$ cat config.mk
export PLATFORM = sky130hd
export DESIGN_NAME = relative_vigor_oscillator_flat
export DESIGN_NICKNAME = d
export VERILOG_FILES = /design/src/rtl/core/rvo_pkg.sv /design/src/rtl/core/rvo_if.sv /design/src/rtl/core/rvo_div.sv /design/src/rtl/core/rvo_ctrl.sv /design/src/rtl/core/rvo_dp.sv /design/src/rtl/core/relative_vigor_oscillator.sv /design/src/flat_wrapper.sv
export SDC_FILE = /design/constraint.sdc
export NUM_CORES = 2
export LEC_CHECK = 0
export BUFFER_PORTS_ARGS = -buffer_cell sky130_fd_sc_hd__buf_2
export CORE_ASPECT_RATIO = 0.8
export CORE_MARGIN = 2
export CORE_UTILIZATION = 35
export DETAILED_ROUTE_END_ITERATION = 10
export MAX_ROUTING_LAYER = met4
export PLACE_DENSITY = 0.6
export SYNTH_ARGS = -nofsm -noshare
export SYNTH_HDL_FRONTEND = slang
export SYNTH_HIERARCHICAL = 1
export SYNTH_SLANG_ARGS = --single-unit
$ cat constraint.sdc
create_clock -name clk -period 10.9 [get_ports clk]
set_clock_uncertainty 0.2 [all_clocks]
set_input_delay 0 -clock clk [delete_from_list [all_inputs] [get_ports clk]]
set_output_delay 0 -clock clk [all_outputs]
set_load 0.02 [all_outputs]
$ cat src/rtl/core/rvo_pkg.sv
package rvo_pkg;

	// register indexes of the configuration port
	localparam logic [1:0] RVO_REG_SMA = 2'd0;
	localparam logic [1:0] RVO_REG_WMA = 2'd1;
	localparam logic [1:0] RVO_REG_MAX = 2'd2;

	// default ring depths
	localparam int RVO_MAX_SMA_DEF = 64;
	localparam int RVO_MAX_WMA_DEF = 64;

	// fixed field widths
	localparam int PRICE_W = 32;
	localparam int LEN_W   = 7;
	localparam int MAXV_W  = 18;
	localparam int RATIO_W = 18;
	localparam int OSC_W   = 17;
	localparam int RSUM_W  = 25;
	localparam int ASUM_W  = 25;
	localparam int WSUM_W  = 32;
	localparam int BARS_W  = 8;
	localparam int TRI_W   = 13;

	// shared divider: dividend bits, divisor bits, step counts per operation
	localparam int DVD_W = 48;
	localparam int DVS_W = 32;
	localparam int CNT_W = 6;
	localparam logic [CNT_W-1:0] STEPS_RATIO = 6'd48;
	localparam logic [CNT_W-1:0] STEPS_AVG   = 6'd24;
	localparam logic [CNT_W-1:0] STEPS_FINAL = 6'd46;

	// controller to datapath commands
	typedef struct packed {
		logic load_bar;
		logic ratio_start;
		logic ratio_upd;
		logic avg_start;
		logic avg_upd;
		logic den_t;
		logic den_mul;
		logic fin_start;
		logic out_load;
	} rvo_cmd_t;

	// datapath to controller status
	typedef struct packed {
		logic div_done;
		logic ratio_warm;
		logic avg_warm;
	} rvo_sts_t;

endpackage

$ cat src/rtl/core/rvo_if.sv
interface rvo_bar_if;
	import rvo_pkg::*;
	logic               valid;
	logic               ready;
	logic [PRICE_W-1:0] opening;
	logic [PRICE_W-1:0] highest;
	logic [PRICE_W-1:0] lowest;
	logic [PRICE_W-1:0] closing;
	modport source (output valid, opening, highest, lowest, closing,
		input ready);
	modport sink (input valid, opening, highest, lowest, closing,
		output ready);
endinterface

interface rvo_osc_if;
	import rvo_pkg::*;
	logic             valid;
	logic             ready;
	logic [OSC_W-1:0] oscillator;
	modport source (output valid, oscillator, input ready);
	modport sink (input valid, oscillator, output ready);
endinterface

$ cat src/rtl/core/rvo_div.sv
module rvo_div
	import rvo_pkg::*;
(
	input  logic             clk,
	input  logic             arst_n,
	input  logic             start,
	input  logic [DVD_W-1:0] dividend,
	input  logic [DVS_W-1:0] divisor,
	input  logic [CNT_W-1:0] steps,
	output logic             done,
	output logic [DVD_W-1:0] quotient
);

	logic [DVS_W-1:0] rem_q;
	logic [DVD_W-1:0] sh_q;
	logic [DVS_W-1:0] dvs_q;
	logic [CNT_W-1:0] cnt_q;
	logic             busy_q;
	logic             done_q;
	logic [DVS_W:0]   trial;
	logic             qbit;
	logic [DVS_W:0]   diff;

	// one restoring step per cycle
	always_comb begin
		trial = {rem_q, sh_q[DVD_W-1]};
		diff  = trial - {1'b0, dvs_q};
		qbit  = (trial >= {1'b0, dvs_q});
	end

	always_ff @(posedge clk or negedge arst_n) begin
		if (!arst_n) begin
			busy_q <= 1'b0;
			done_q <= 1'b0;
			cnt_q  <= '0;
		end else begin
			done_q <= 1'b0;
			if (start) begin
				busy_q <= 1'b1;
				cnt_q  <= steps;
			end else if (busy_q) begin
				cnt_q <= cnt_q - 1'b1;
				if (cnt_q == CNT_W'(1)) begin
					busy_q <= 1'b0;
					done_q <= 1'b1;
				end
			end
		end
	end

	// payload: remainder, shifting dividend/quotient, held divisor
	always_ff @(posedge clk) begin
		if (start) begin
			rem_q <= '0;
			sh_q  <= dividend;
			dvs_q <= divisor;
		end else if (busy_q) begin
			rem_q <= qbit ? diff[DVS_W-1:0] : trial[DVS_W-1:0];
			sh_q  <= {sh_q[DVD_W-2:0], qbit};
		end
	end

	assign done     = done_q;
	assign quotient = sh_q;

endmodule

$ cat src/rtl/core/rvo_ctrl.sv
module rvo_ctrl
	import rvo_pkg::*;
(
	input  logic     clk,
	input  logic     arst_n,
	input  logic     in_valid,
	output logic     in_ready,
	output logic     out_valid,
	input  logic     out_ready,
	input  rvo_sts_t sts,
	output rvo_cmd_t cmd
);

	localparam logic [3:0] ST_IDLE   = 4'd0;
	localparam logic [3:0] ST_RSTART = 4'd1;
	localparam logic [3:0] ST_RWAIT  = 4'd2;
	localparam logic [3:0] ST_RUPD   = 4'd3;
	localparam logic [3:0] ST_ASTART = 4'd4;
	localparam logic [3:0] ST_AWAIT  = 4'd5;
	localparam logic [3:0] ST_AUPD   = 4'd6;
	localparam logic [3:0] ST_DEN1   = 4'd7;
	localparam logic [3:0] ST_DEN2   = 4'd8;
	localparam logic [3:0] ST_FSTART = 4'd9;
	localparam logic [3:0] ST_FWAIT  = 4'd10;
	localparam logic [3:0] ST_OUT    = 4'd11;

	logic [3:0] state_q;
	logic [3:0] state_d;
	logic       valid_q;
	logic       slot_free;

	assign slot_free = !valid_q || out_ready;
	assign in_ready  = (state_q == ST_IDLE);
	assign out_valid = valid_q;

	// next state and commands
	always_comb begin
		state_d = state_q;
		cmd     = '0;
		case (state_q)
			ST_IDLE: begin
				if (in_valid) begin
					cmd.load_bar = 1'b1;
					state_d      = ST_RSTART;
				end
			end
			ST_RSTART: begin
				cmd.ratio_start = 1'b1;
				state_d         = ST_RWAIT;
			end
			ST_RWAIT: begin
				if (sts.div_done) state_d = ST_RUPD;
			end
			ST_RUPD: begin
				cmd.ratio_upd = 1'b1;
				state_d       = sts.ratio_warm ? ST_IDLE : ST_ASTART;
			end
			ST_ASTART: begin
				cmd.avg_start = 1'b1;
				state_d       = ST_AWAIT;
			end
			ST_AWAIT: begin
				if (sts.div_done) state_d = ST_AUPD;
			end
			ST_AUPD: begin
				cmd.avg_upd = 1'b1;
				state_d     = sts.avg_warm ? ST_IDLE : ST_DEN1;
			end
			ST_DEN1: begin
				cmd.den_t = 1'b1;
				state_d   = ST_DEN2;
			end
			ST_DEN2: begin
				cmd.den_mul = 1'b1;
				state_d     = ST_FSTART;
			end
			ST_FSTART: begin
				cmd.fin_start = 1'b1;
				state_d       = ST_FWAIT;
			end
			ST_FWAIT: begin
				if (sts.div_done) state_d = ST_OUT;
			end
			ST_OUT: begin
				// hold until the output register is free
				if (slot_free) begin
					cmd.out_load = 1'b1;
					state_d      = ST_IDLE;
				end
			end
			default: state_d = ST_IDLE;
		endcase
	end

	always_ff @(posedge clk or negedge arst_n) begin
		if (!arst_n) begin
			state_q <= ST_IDLE;
			valid_q <= 1'b0;
		end else begin
			state_q <= state_d;
			if (cmd.out_load)   valid_q <= 1'b1;
			else if (out_ready) valid_q <= 1'b0;
		end
	end

endmodule

$ cat src/rtl/core/rvo_dp.sv
module rvo_dp
	import rvo_pkg::*;
#(
	parameter int MAX_SMA = RVO_MAX_SMA_DEF,
	parameter int MAX_WMA = RVO_MAX_WMA_DEF
) (
	input  logic               clk,
	input  logic               arst_n,
	input  rvo_cmd_t           cmd,
	output rvo_sts_t           sts,
	input  logic               clear,
	input  logic [LEN_W-1:0]   sma_raw,
	input  logic [LEN_W-1:0]   wma_raw,
	input  logic [MAXV_W-1:0]  maxv_raw,
	input  logic [PRICE_W-1:0] opening,
	input  logic [PRICE_W-1:0] highest,
	input  logic [PRICE_W-1:0] lowest,
	input  logic [PRICE_W-1:0] closing,
	output logic [OSC_W-1:0]   oscillator
);

	localparam int SAW = (MAX_SMA > 1) ? $clog2(MAX_SMA) : 1;
	localparam int WAW = (MAX_WMA > 1) ? $clog2(MAX_WMA) : 1;
	localparam int SXW = ((SAW > LEN_W) ? SAW : LEN_W) + 1;
	localparam int WXW = ((WAW > LEN_W) ? WAW : LEN_W) + 1;

	// effective window lengths and full scale
	logic [LEN_W-1:0]  ls;
	logic [LEN_W-1:0]  lw;
	logic [MAXV_W-1:0] mv;

	always_comb begin
		if (sma_raw == '0)                 ls = LEN_W'(1);
		else if (32'(sma_raw) > MAX_SMA)   ls = LEN_W'(MAX_SMA);
		else                               ls = sma_raw;
		if (wma_raw == '0)                 lw = LEN_W'(1);
		else if (32'(wma_raw) > MAX_WMA)   lw = LEN_W'(MAX_WMA);
		else                               lw = wma_raw;
		mv = (maxv_raw == '0) ? MAXV_W'(1) : maxv_raw;
	end

	// state
	logic signed [RATIO_W-1:0] rring [MAX_SMA];
	logic signed [RATIO_W-1:0] aring [MAX_WMA];
	logic signed [RATIO_W-1:0] r_old_q;
	logic signed [RATIO_W-1:0] a_old_q;
	logic signed [RSUM_W-1:0]  rsum_q;
	logic signed [ASUM_W-1:0]  asum_q;
	logic signed [WSUM_W-1:0]  wsum_q;
	logic [BARS_W-1:0]         bars_q;
	logic [SAW-1:0]            rptr_q;
	logic [WAW-1:0]            aptr_q;
	logic [PRICE_W-1:0]        open_q, high_q, low_q, close_q;
	logic                      neg_q;
	logic [TRI_W-1:0]          tri_q;
	logic [DVS_W-1:0]          den_q;
	logic [OSC_W-1:0]          osc_q;

	// divider operands
	logic             div_start;
	logic [DVD_W-1:0] dvd;
	logic [DVS_W-1:0] dvs;
	logic [CNT_W-1:0] steps;
	logic             dneg;
	logic [DVD_W-1:0] quot;
	logic             div_done;

	logic signed [PRICE_W:0] pdiff;
	logic [PRICE_W-1:0]      pmag;
	logic [PRICE_W-1:0]      prange;
	logic [RSUM_W-1:0]       rsum_mag;
	logic [WSUM_W-1:0]       wsum_mag;

	always_comb begin
		pdiff    = $signed({1'b0, close_q}) - $signed({1'b0, open_q});
		pmag     = pdiff[PRICE_W] ? PRICE_W'(-pdiff) : pdiff[PRICE_W-1:0];
		prange   = (high_q > low_q) ? (high_q - low_q) : PRICE_W'(1);
		rsum_mag = rsum_q[RSUM_W-1] ? RSUM_W'(-rsum_q) : RSUM_W'(rsum_q);
		wsum_mag = wsum_q[WSUM_W-1] ? WSUM_W'(-wsum_q) : WSUM_W'(wsum_q);
		div_start = cmd.ratio_start | cmd.avg_start | cmd.fin_start;
		if (cmd.ratio_start) begin
			dvd   = {pmag, 16'd0};
			dvs   = prange;
			steps = STEPS_RATIO;
			dneg  = pdiff[PRICE_W];
		end else if (cmd.avg_start) begin
			dvd   = {rsum_mag[23:0], 24'd0};
			dvs   = DVS_W'(ls);
			steps = STEPS_AVG;
			dneg  = rsum_q[RSUM_W-1];
		end else begin
			dvd   = {wsum_mag[29:0], 18'd0};
			dvs   = den_q;
			steps = STEPS_FINAL;
			dneg  = wsum_q[WSUM_W-1];
		end
	end

	rvo_div u_div (
		.clk      (clk),
		.arst_n   (arst_n),
		.start    (div_start),
		.dividend (dvd),
		.divisor  (dvs),
		.steps    (steps),
		.done     (div_done),
		.quotient (quot)
	);

	// old entry addresses: pointer minus window, wrapped
	logic signed [SXW-1:0] rdiff;
	logic signed [WXW-1:0] adiff;
	logic [SAW-1:0]        raddr;
	logic [WAW-1:0]        aaddr;

	always_comb begin
		rdiff = $signed(SXW'(rptr_q)) - $signed(SXW'(ls));
		adiff = $signed(WXW'(aptr_q)) - $signed(WXW'(lw));
		raddr = rdiff[SXW-1] ? SAW'(rdiff + SXW'(MAX_SMA)) : SAW'(rdiff);
		aaddr = adiff[WXW-1] ? WAW'(adiff + WXW'(MAX_WMA)) : WAW'(adiff);
	end

	// saturated ratio and signed average from the quotient
	logic signed [RATIO_W-1:0] r_new;
	logic signed [RATIO_W-1:0] a_new;
	logic [BARS_W-1:0]         n1;
	logic [BARS_W-1:0]         m;
	logic                      r_full;
	logic                      a_full;
	logic [BARS_W-1:0]         wmul;
	logic signed [26:0]        wprod;

	always_comb begin
		if (neg_q) r_new = (quot > DVD_W'(131072)) ? RATIO_W'(-131072)
			: RATIO_W'(-$signed({1'b0, quot[RATIO_W-1:0]}));
		else r_new = (quot > DVD_W'(131071)) ? RATIO_W'(131071)
			: $signed(quot[RATIO_W-1:0]);
		a_new  = neg_q ? RATIO_W'(-$signed({1'b0, quot[RATIO_W-1:0]}))
			: $signed(quot[RATIO_W-1:0]);
		n1     = (bars_q == '1) ? bars_q : bars_q + 1'b1;
		r_full = (bars_q >= BARS_W'(ls));
		m      = bars_q - BARS_W'(ls) + 1'b1;
		a_full = (m > BARS_W'(lw));
		wmul   = a_full ? BARS_W'(lw) : m;
		wprod  = $signed({1'b0, wmul}) * a_new;
		sts.div_done   = div_done;
		sts.ratio_warm = (n1 < BARS_W'(ls));
		sts.avg_warm   = (m < BARS_W'(lw));
	end

	// control-like state: sums, counters, pointers
	always_ff @(posedge clk or negedge arst_n) begin
		if (!arst_n) begin
			rsum_q <= '0;
			asum_q <= '0;
			wsum_q <= '0;
			bars_q <= '0;
			rptr_q <= '0;
			aptr_q <= '0;
		end else if (clear) begin
			rsum_q <= '0;
			asum_q <= '0;
			wsum_q <= '0;
			bars_q <= '0;
			rptr_q <= '0;
			aptr_q <= '0;
		end else begin
			if (cmd.ratio_upd) begin
				rsum_q <= rsum_q + RSUM_W'(r_new)
					- (r_full ? RSUM_W'(r_old_q) : RSUM_W'(0));
				rptr_q <= (rptr_q == SAW'(MAX_SMA - 1)) ? '0 : rptr_q + 1'b1;
				bars_q <= n1;
			end
			if (cmd.avg_upd) begin
				if (a_full) begin
					wsum_q <= wsum_q - WSUM_W'(asum_q) + WSUM_W'(wprod);
					asum_q <= asum_q - ASUM_W'(a_old_q) + ASUM_W'(a_new);
				end else begin
					wsum_q <= wsum_q + WSUM_W'(wprod);
					asum_q <= asum_q + ASUM_W'(a_new);
				end
				aptr_q <= (aptr_q == WAW'(MAX_WMA - 1)) ? '0 : aptr_q + 1'b1;
			end
		end
	end

	// ring memories
	always_ff @(posedge clk) begin
		if (cmd.ratio_upd) rring[rptr_q] <= r_new;
		if (cmd.ratio_start) r_old_q <= rring[raddr];
	end

	always_ff @(posedge clk) begin
		if (cmd.avg_upd) aring[aptr_q] <= a_new;
		if (cmd.avg_start) a_old_q <= aring[aaddr];
	end

	// final clamp and mapping to [0, 1]
	logic [16:0] qc;
	logic [17:0] osc_sum;

	always_comb begin
		qc      = (quot > DVD_W'(65536)) ? 17'd65536 : quot[16:0];
		osc_sum = neg_q ? (18'd65536 - {1'b0, qc}) : (18'd65536 + {1'b0, qc});
	end

	// payload registers
	always_ff @(posedge clk) begin
		if (cmd.load_bar) begin
			open_q  <= opening;
			high_q  <= highest;
			low_q   <= lowest;
			close_q <= closing;
		end
		if (div_start) neg_q <= dneg;
		if (cmd.den_t) tri_q <= TRI_W'(({8'd0, lw} * {7'd0, lw + 8'd1}) >> 1);
		if (cmd.den_mul) den_q <= DVS_W'(tri_q) * DVS_W'(mv);
		if (cmd.out_load) osc_q <= osc_sum[17:1];
	end

	assign oscillator = osc_q;

endmodule

$ cat src/rtl/core/relative_vigor_oscillator.sv
// Relative vigor oscillator.
// Input channel "bar" takes one price bar (open, high, low, close) per request;
// output channel "osc" returns one oscillator value in Q1.16 per request once
// sma_length + wma_length - 1 bars have been seen since reset or since a
// window length was written. Earlier bars give no result.
// Each bar runs through one shared restoring divider, one quotient bit per
// cycle: 48 steps for the vigor ratio, 24 for the simple average and 46 for
// the normalizing division. While the simple or weighted average still fills,
// a bar ends after the ratio or average update; a new bar is taken only once
// the last one is through. The result sits in an output register, so a
// stalled receiver does not block the next bar; only when a second result is
// ready while the first is still held does the block wait.
// Configuration (cfg_we, cfg_index, cfg_wdata) must be written while idle;
// the block itself does not enforce it. Writing either window length
// restarts warm-up. Reset (arst_n low) loads the default registers and
// clears all sums, counters and pointers.
module relative_vigor_oscillator
	import rvo_pkg::*;
#(
	parameter int MAX_SMA = RVO_MAX_SMA_DEF,
	parameter int MAX_WMA = RVO_MAX_WMA_DEF
) (
	input  logic              clk,
	input  logic              arst_n,
	rvo_bar_if.sink           bar,
	rvo_osc_if.source         osc,
	input  logic              cfg_we,
	input  logic [1:0]        cfg_index,
	input  logic [MAXV_W-1:0] cfg_wdata
);

	logic [LEN_W-1:0]  sma_q;
	logic [LEN_W-1:0]  wma_q;
	logic [MAXV_W-1:0] maxv_q;
	logic              clear;
	rvo_cmd_t          cmd;
	rvo_sts_t          sts;

	// configuration registers
	assign clear = cfg_we && (cfg_index == RVO_REG_SMA || cfg_index == RVO_REG_WMA);

	always_ff @(posedge clk or negedge arst_n) begin
		if (!arst_n) begin
			sma_q  <= LEN_W'(10);
			wma_q  <= LEN_W'(4);
			maxv_q <= MAXV_W'(65536);
		end else if (cfg_we) begin
			case (cfg_index)
				RVO_REG_SMA: sma_q  <= cfg_wdata[LEN_W-1:0];
				RVO_REG_WMA: wma_q  <= cfg_wdata[LEN_W-1:0];
				RVO_REG_MAX: maxv_q <= cfg_wdata;
				default: ;
			endcase
		end
	end

	rvo_ctrl u_ctrl (
		.clk       (clk),
		.arst_n    (arst_n),
		.in_valid  (bar.valid),
		.in_ready  (bar.ready),
		.out_valid (osc.valid),
		.out_ready (osc.ready),
		.sts       (sts),
		.cmd       (cmd)
	);

	rvo_dp #(
		.MAX_SMA (MAX_SMA),
		.MAX_WMA (MAX_WMA)
	) u_dp (
		.clk        (clk),
		.arst_n     (arst_n),
		.cmd        (cmd),
		.sts        (sts),
		.clear      (clear),
		.sma_raw    (sma_q),
		.wma_raw    (wma_q),
		.maxv_raw   (maxv_q),
		.opening    (bar.opening),
		.highest    (bar.highest),
		.lowest     (bar.lowest),
		.closing    (bar.closing),
		.oscillator (osc.oscillator)
	);

`ifndef SYNTHESIS
	// a result never overwrites one still waiting
	a_no_overwrite: assert property (@(posedge clk) disable iff (!arst_n)
		cmd.out_load |-> (!osc.valid || osc.ready))
		else $error("output register overwritten");

	// an accepted bar keeps the input closed for the next cycle
	a_one_bar: assert property (@(posedge clk) disable iff (!arst_n)
		(bar.valid && bar.ready) |=> !bar.ready)
		else $error("second bar taken while busy");

	// divider is only started from a state that does not take bars
	a_start_busy: assert property (@(posedge clk) disable iff (!arst_n)
		(cmd.ratio_start || cmd.avg_start || cmd.fin_start) |-> !bar.ready)
		else $error("divider started while idle");
`endif

endmodule
$ cat src/flat_wrapper.sv
// flat-port wrapper written by rule: the top's interface ports become plain ports
module relative_vigor_oscillator_flat import rvo_pkg::*;
#(
	parameter int MAX_SMA = RVO_MAX_SMA_DEF,
	parameter int MAX_WMA = RVO_MAX_WMA_DEF
)
  (clk, arst_n, cfg_we, cfg_index, cfg_wdata, bar_valid, bar_opening, bar_highest, bar_lowest, bar_closing, bar_ready, osc_valid, osc_oscillator, osc_ready);
  rvo_bar_if bar_i ();
  rvo_osc_if osc_i ();
  input  logic clk;
  input  logic arst_n;
  input  logic cfg_we;
  input  logic [1:0] cfg_index;
  input  logic [MAXV_W-1:0] cfg_wdata;
  input wire logic [$bits(bar_i.valid)-1:0] bar_valid;
  input wire logic [$bits(bar_i.opening)-1:0] bar_opening;
  input wire logic [$bits(bar_i.highest)-1:0] bar_highest;
  input wire logic [$bits(bar_i.lowest)-1:0] bar_lowest;
  input wire logic [$bits(bar_i.closing)-1:0] bar_closing;
  output wire logic [$bits(bar_i.ready)-1:0] bar_ready;
  output wire logic [$bits(osc_i.valid)-1:0] osc_valid;
  output wire logic [$bits(osc_i.oscillator)-1:0] osc_oscillator;
  input wire logic [$bits(osc_i.ready)-1:0] osc_ready;
  assign bar_i.valid = bar_valid;
  assign bar_i.opening = bar_opening;
  assign bar_i.highest = bar_highest;
  assign bar_i.lowest = bar_lowest;
  assign bar_i.closing = bar_closing;
  assign bar_ready = bar_i.ready;
  assign osc_valid = osc_i.valid;
  assign osc_oscillator = osc_i.oscillator;
  assign osc_i.ready = osc_ready;
  relative_vigor_oscillator #(.MAX_SMA(MAX_SMA), .MAX_WMA(MAX_WMA)) u_core (.clk(clk), .arst_n(arst_n), .bar(bar_i), .osc(osc_i), .cfg_we(cfg_we), .cfg_index(cfg_index), .cfg_wdata(cfg_wdata));
endmodule
# ---- Word level (Yosys, flattened, before mapping)
# Memory sizes are Yosys's and may differ from the RTL's. A register that Yosys moved wholly into a read port is not among the register bits.
# Cells that the tools add are included.
dict set report word_totals {
  reg_bits 449
  mem_bits_rw 2304
  in_bits 153
  output_inout_bits 19
  word_cells 190
  memories 2
}
dict set report classes {
  addsub 28
  mul 3
  n_lt_le_gt_ge 11
  eq_ne 22
  muxes 80
  bitwise 2
  reduce_logical 17
}
# name depth word_bits read_ports rd_ports_with_merged_regs write_ports line
set memory_table {}
lappend memory_table {u_core.u_dp.aring 64 18 1 1 1 rvo_dp.sv:44} ;# logic signed [RATIO_W-1:0] aring [MAX_WMA];
lappend memory_table {u_core.u_dp.rring 64 18 1 1 1 rvo_dp.sv:43} ;# logic signed [RATIO_W-1:0] rring [MAX_SMA];
# op count
set ops {}
lappend ops {{two-way mux 32 bit} 7}
lappend ops {{two-way mux 48 bit} 4}
lappend ops {{two-way mux 25 bit} 6}
lappend ops {{two-way mux 18 bit} 6}
lappend ops {{greater-than comparator 48 x 17 -> 1 bit, second input constant} 2}
lappend ops {{adder 25 x 18 -> 25 bit} 3}
lappend ops {{two-way mux 6 bit} 12}
lappend ops {{adder 32 x 27 -> 32 bit} 2}
lappend ops {{subtractor 32 bit} 2}
lappend ops {{greater-than comparator 48 x 18 -> 1 bit, second input constant} 1}
lappend ops {{case mux 4 bit (12 select lines)} 1}
lappend ops {{>= comparator 33 x 32 -> 1 bit} 1}
lappend ops {{subtractor 32 x 32 -> 33 bit} 1}
lappend ops {{greater-than comparator 32 bit} 1}
lappend ops {{two-way mux 8 bit} 4}
lappend ops {{negation 32 bit} 1}
lappend ops {{subtractor 32 x 25 -> 32 bit} 1}
lappend ops {{multiplier 13 x 18 -> 31 bit} 1}
lappend ops {{two-way mux 31 bit} 1}
lappend ops {{two-way mux 30 bit} 1}
lappend ops {{negation 30 bit} 1}
lappend ops {{two-way mux 7 bit} 4}
lappend ops {{multiplier 9 x 18 -> 27 bit} 1}
lappend ops {{two-way mux 1 bit} 25}
lappend ops {{42 further kinds} 74}

# ---- Logic depth before layout (Yosys ltp)
dict set report depth {
  ltp_word 12
  mapped_depth 55
  mapped_depth_nobuf 53
}

# ---- Cells and area by module
# Netlist, hierarchy kept.
# module instances cells_per_inst area_per_inst_um2 seq_area_each_um2
set by_module_without_submodules {}
lappend by_module_without_submodules {rvo_dp 1 8263 130154.8 78525.3}
lappend by_module_without_submodules {rvo_div 1 621 6712.7 3243.1}
lappend by_module_without_submodules {relative_vigor_oscillator 1 69 1273.7 805.8}
lappend by_module_without_submodules {rvo_ctrl 1 47 429.2 125.1}

# ---- Least setup slack after synthesis
# OpenSTA, ideal clock, no wires.
dict set report synth_timing {
  path_kind {register -> register}
  from {register u_core.u_dp.u_div.sh_q[0], in the netlist u_core/u_dp/u_div/quotient[0]}
  to {register u_core.u_dp.wsum_q[31]}
  setup_time_ns 0.132
  t_arrival_ns 11.585
  required_time_ns 10.568
  path_slack_ns -1.017
  stages_incl_launch_ff 36
  path_buffers 1
  synth_period_minus_slack_ns 11.917
  cell_sequence {edfxtp_1 -> clkbuf_1 -> inv_1 -> ha_1 -> nand2_1 -> nand2_1 -> xnor2_1 -> nand2_1 -> fa_1 -> inv_1 -> fa_1 -> inv_1 -> fa_1 -> fa_1 -> inv_1 -> ha_1 -> o21a_1 -> o31a_1 -> o211ai_1 -> nand2_1 -> a211oi_2 -> o31ai_1 -> a2111o_1 -> a2111oi_0 -> or3_1 -> fa_1 -> inv_1 -> ha_1 -> and3_1 -> a221o_1 -> and2_1 -> o211a_1 -> nor3_1 -> mux2i_1 -> xnor2_1 -> nor2_1}
}
dict set report synth_between {
  elab_chain_cells 7
  word_cells_on_any_way 8
  cone_classes {add/sub: 3; mul: 1; mux: 4}
}
# element line
set synth_rtl {}
lappend synth_rtl {{start, declared} rvo_div.sv:15} ;# logic [DVD_W-1:0] sh_q;
lappend synth_rtl {{start signal, assigned} rvo_div.sv:55} ;# sh_q <= dividend;
lappend synth_rtl {{start signal, assigned} rvo_div.sv:59} ;# sh_q <= {sh_q[DVD_W-2:0], qbit};
lappend synth_rtl {{negation 18 bit *} rvo_dp.sv:138} ;# a_new = neg_q ? RATIO_W'(-$signed({1'b0, quot[RATIO_W-1:0]}))
lappend synth_rtl {{two-way mux 18 bit *} rvo_dp.sv:138}
lappend synth_rtl {{via u_core.u_dp.a_new[6]} rvo_dp.sv:125} ;# logic signed [RATIO_W-1:0] a_new;
lappend synth_rtl {{multiplier 9 x 18 -> 27 bit *} rvo_dp.sv:145} ;# wprod = $signed({1'b0, wmul}) * a_new;
lappend synth_rtl {{adder 32 x 27 -> 32 bit, on equally long branches} {rvo_dp.sv:179, rvo_dp.sv:176}}
lappend synth_rtl {{two-way mux 32 bit *} rvo_dp.sv:175} ;# if (a_full) begin
lappend synth_rtl {{two-way mux 32 bit *} rvo_dp.sv:174} ;# if (cmd.avg_upd) begin
lappend synth_rtl {{two-way mux 32 bit *} rvo_dp.sv:160} ;# end else if (clear) begin
lappend synth_rtl {{end signal, assigned} rvo_dp.sv:176} ;# wsum_q <= wsum_q - WSUM_W'(asum_q) + WSUM_W'(wprod);
lappend synth_rtl {{end signal, assigned} rvo_dp.sv:179} ;# wsum_q <= wsum_q + WSUM_W'(wprod);
lappend synth_rtl {{end, declared} rvo_dp.sv:49} ;# logic signed [WSUM_W-1:0] wsum_q;
# The timed path passes the listed nets; every way through them passes the cells marked *. The select of a mux whose other input is x is not followed.
# A chain may end at the register's enable or synchronous reset.

# ---- Final worst setup path
dict set report layout_timing {
  from {register u_core.sma_q[3]}
  to {register u_core.u_dp.wsum_q[31]}
}
dict set report layout_between {
  elab_chain_cells 12
  word_cells_on_any_way 14
  cone_classes {add/sub: 4; mul: 1; order compare: 2; mux: 6; reduce/logical: 1}
}
# element line
set layout_rtl {}
lappend layout_rtl {{start, declared} relative_vigor_oscillator.sv:32} ;# logic [LEN_W-1:0] sma_q;
lappend layout_rtl {{start signal, assigned} relative_vigor_oscillator.sv:49} ;# RVO_REG_SMA: sma_q <= cfg_wdata[LEN_W-1:0];
lappend layout_rtl {{greater-than comparator 7 bit} rvo_dp.sv:34} ;# else if (32'(sma_raw) > MAX_SMA) ls = LEN_W'(MAX_SMA);
lappend layout_rtl {{two-way mux 7 bit} rvo_dp.sv:34}
lappend layout_rtl {{two-way mux 7 bit *} rvo_dp.sv:33} ;# if (sma_raw == '0) ls = LEN_W'(1);
lappend layout_rtl {{subtractor 8 x 7 -> 8 bit *} rvo_dp.sv:142} ;# m = bars_q - BARS_W'(ls) + 1'b1;
lappend layout_rtl {{adder 8 x 1 -> 8 bit *} rvo_dp.sv:142}
lappend layout_rtl {{greater-than comparator 8 x 7 -> 1 bit} rvo_dp.sv:143} ;# a_full = (m > BARS_W'(lw));
lappend layout_rtl {{two-way mux 8 bit} rvo_dp.sv:144} ;# wmul = a_full ? BARS_W'(lw) : m;
lappend layout_rtl {{multiplier 9 x 18 -> 27 bit} rvo_dp.sv:145}
lappend layout_rtl {{adder 32 x 27 -> 32 bit, on equally long branches} {rvo_dp.sv:179, rvo_dp.sv:176}}
lappend layout_rtl {{two-way mux 32 bit *} rvo_dp.sv:175}
lappend layout_rtl {{two-way mux 32 bit *} rvo_dp.sv:174}
lappend layout_rtl {{two-way mux 32 bit *} rvo_dp.sv:160}
# Mark *: on every way between the ends. The rest lies on a longest branch, timed or not. The select of a mux whose other input is x is not followed.

==> out/results.txt <==
Status - finished with violations
Failing checks - negative setup slack
Core Footprint - 393800 um^2
Fill count - 35210
Antenna Nets Post-Route - 0
Worst VDD drop - 0.0009188 V
Clock transition at path regs - 0.07 ns
Seq pwr share - 21.1%
Row count - 206
Setup ws final - -0.1325 ns
CP most frequent cell - fa_1
Setup TNS - -0.1325 ns
NetSw - 22.22 mW
Power per cell area - 347.1 nW/um^2
R2r setup slk - -0.13 ns
Post-route DRC violation count - 0
Detail Placement HPWL - 239900 um
Synth Area per Inst - 15.40 um^2
Slew headroom - 6.742%
Drt total wl - 377000 um
Warnings, synthesis - 6
Post-synth top flop - edfxtp_1
R2R cell count - 48
Root Buffer - clkbuf_16
Fin cells - 15420
Clk buf depth - 4
Maxcap violations - 0
Min cycle time layout - 11.03 ns
Share of cells above drive strength 1 - 22.90%
Placed insts - 14560
Leak pwr - 55.79 nW
I/O Buffers - 171
Top cells by area, synth - edfxtp_1 (57%), mux4_2 (12%), fa_1 (5.9%), ha_1 (4.1%), dfrtp_1 (2.6%)
Endpoints failing setup - 1
Die area - 401000 um^2
Routability cong. - 0.9385
Crit start category - register
Vias in the first global route - 83740
End of the worst hold path - u_core/sma_q[6]$_DFFE_PN0P_
Remaining global-route overflow - 0
Largest net degree at the start of global routing - 145
Crit Reg-Reg Endpoint - u_core/u_dp/wsum_q[31]$_DFFE_PN0P_
Total Routing Usage GR - 19.01%
CP Capture Type - register
Leading area contributor after synthesis - edfxtp_1
Critical R2R Launch - u_core/sma_q[3]$_DFFE_PN1P_
RSZ-0062 raised after global routing - true
Area Growth Syn to Fin - 17.34%
Slew Viols, Final - 0
Final hold vios - 0
Nets - 11010
Worst EP arrival - 11.55 ns
Internal power - 34.22 mW
Sw Ratio - 39.37%
CTS tree - yes
CP max FO - 7
Number of antenna violations at the first check in global routing - 23
Fin crit share - 101.2%
Critical Path RT - 11.41 ns
# IOs - 172
WL/cell - 24.46 um
Maximum clock frequency - 90.64 MHz
Die height - 566.8 um
Hold path start - cfg_index[1]
Combinational power share - 62.0%
EDFF count, synth - 2610
Flops & latches, synth - 2789
Worst-Skew Late Latency - 0.92 ns
Slowest cell on the critical path - or4_4
Syn Std Cell Area - 138600 um^2
Unique masters post-synth - 117
Hold Path Depth - 4
Synth top area share - 56.56%
Synth Instances - 9000
Drt pass-1 iters - 5
Iter 0 DRT Violations - 9072
Clock sink total - 2789
First-pass GRT wire length - 556300 um
Asr flop ratio synth - 5.271%
Via density - 5.346
Slowest stage delay, CP - 0.53 ns
HP Class - input pin to register
Worst Setup Path Type - register to register
Initial Utilization - 35.18%
DP Worst Slack - -0.9918 ns
Die width - 707.5 um
Clock power share - 16.9%
Via Count - 82420
Sequential cell area fraction in the yosys report - 59.68%
Total CTS buffers - 290
H-tree level count - 5
Worst slew pin tran - 1.390 ns
==> what timing repair did <==
item	CTS	global route
hold buffers	318	0
gates resized for setup	121	76
buffers inserted	24	12
hold endpoints to repair	354	0
endpoints found under the setup margin	18	17
pin swaps	90	99
==> power by group through the flow <==
stage	combinational (mW)	clock, mW	sequential, mW
3_3_place_gp	30.8	0	12.1
5_1_grt	38.1	10.1	11.9
4_1_cts	32.5	9.75	11.9
3_5_place_dp	31.1	0	12.2
2_1_floorplan	18.7	0	12.1
6_report	35.0	9.52	11.9
==> cells in the mapped netlist (45+ instances only) <==
cell type     n
a21o_1      154
mux2i_1      81
clkbuf_1    302
xor2_1      114
buf_1        54
a21oi_1     319
o21ai_0     176
nor2_1      484
and2_1      146
o21bai_1     45
nor3_1       76
mux4_2      720
nand2b_1     78
nor2b_1      91
a211oi_1     97
xnor2_1     256
ha_1        450
inv_1       797
dfrtp_1     143
nand2_1     535
mux2_2       72
fa_1        407
nand3_1      99
edfxtp_1   2610
==> worst max-delay path by stage <==
stage                           startpoint                                 end  slack (ns)
2_1_floorplan  u_core/sma_q[1]$_DFFE_PN1P_  u_core/u_dp/wsum_q[31]$_DFFE_PN0P_       0.007
3_3_place_gp   u_core/sma_q[1]$_DFFE_PN1P_  u_core/u_dp/wsum_q[29]$_DFFE_PN0P_       -0.92
3_5_place_dp   u_core/sma_q[1]$_DFFE_PN1P_  u_core/u_dp/wsum_q[31]$_DFFE_PN0P_       -0.99
4_1_cts        u_core/sma_q[1]$_DFFE_PN1P_  u_core/u_dp/wsum_q[31]$_DFFE_PN0P_       -0.21
5_1_grt        u_core/sma_q[3]$_DFFE_PN1P_  u_core/u_dp/wsum_q[31]$_DFFE_PN0P_       -0.56
6_report       u_core/sma_q[3]$_DFFE_PN1P_  u_core/u_dp/wsum_q[31]$_DFFE_PN0P_       -0.13
==> cell families (layout without fill, tap and decap cells) <==
kind of cell / count (synthesis) / in the layout / share of synthesized area [%]
DFF: 2789 / 2789 / 59.68
and+or+nand+nor: 1739 / 1739 / 6.001
AOI/OAI and AO/OA: 1185 / 1185 / 5.787
buffers and inverters: 1172 / 2333 / 3.225
muxes: 884 / 884 / 12.99
adders and majority gates: 857 / 857 / 9.943
xor gates and xnor gates: 372 / 372 / 2.367
other: 2 / 57 / 0.005420
==> worst max-delay path, delay by kind of cell, from the launching register on <==
family                   cells  cell delay (ns)
AO/OA/AOI/OAI               10             2.47
XOR/XNOR                     2             0.34
adder cells (fa/ha/maj)     11             3.66
buffers and inverters        9             0.93
flip-flops                   1             0.37
multiplexers                 1             0.24
AND/OR/NAND/NOR             15             2.68
==> routing by layer <==
metal | routed length (um) | share of wire, % | global-route usage, % | vias to the layer above
met5 | 0 | 0 | - | -
met4 | 8810 | 2.3 | 4.153 | 0
met3 | 30640 | 8.1 | 3.094 | 518
met2 | 164300 | 44 | 27.44 | 3240
met1 | 173300 | 46 | 28.21 | 42790
li1 | - | - | - | 35870
==> cell usage in the layout, fill, tap and decap left out, types with 114 or more instances in the layout <==
cell and count:
edfxtp_1 2610, inv_1 744, mux4_2 720, buf_4 521, nand2_1 514, ha_1 420, fa_1 397, nor2_1 351
dlygate4sd3_1 317, a21oi_1 301, clkbuf_16 296, xnor2_1 237, buf_2 170, o21ai_0 170, a21o_1 154, dfrtp_1 143
and2_1 143, nor2_2 126, xor2_1 114
==> through the flow <==
stage               power (mW)  hold WS (ns)  area (um^2)  utilization, %
CTS                      54.15      0.006193       162100           41.15
global route             60.17       0.05803       162600           41.28
detailed placement       43.23      -0.02190       149400           37.93
global placement         42.92      -0.02333       149400           37.93
floorplan                30.77       -0.4956       139000               -
finish                   56.43       0.05588       162600           41.29
==> layout make-up <==
type,count,area (um^2),share of cell area [%]
clock buffer,359,7644,4.701
tap,5200,6506,4.001
inverter,799,2999,1.844
multi-input combinational,5079,53100,32.65
timing repair buffer,1041,8397,5.164
antenna,15,37.54,0.02308
sequential,2789,82700,50.86
clock inverter,134,1221,0.7510
No activity file was read; power rests on OpenSTA's default activity.
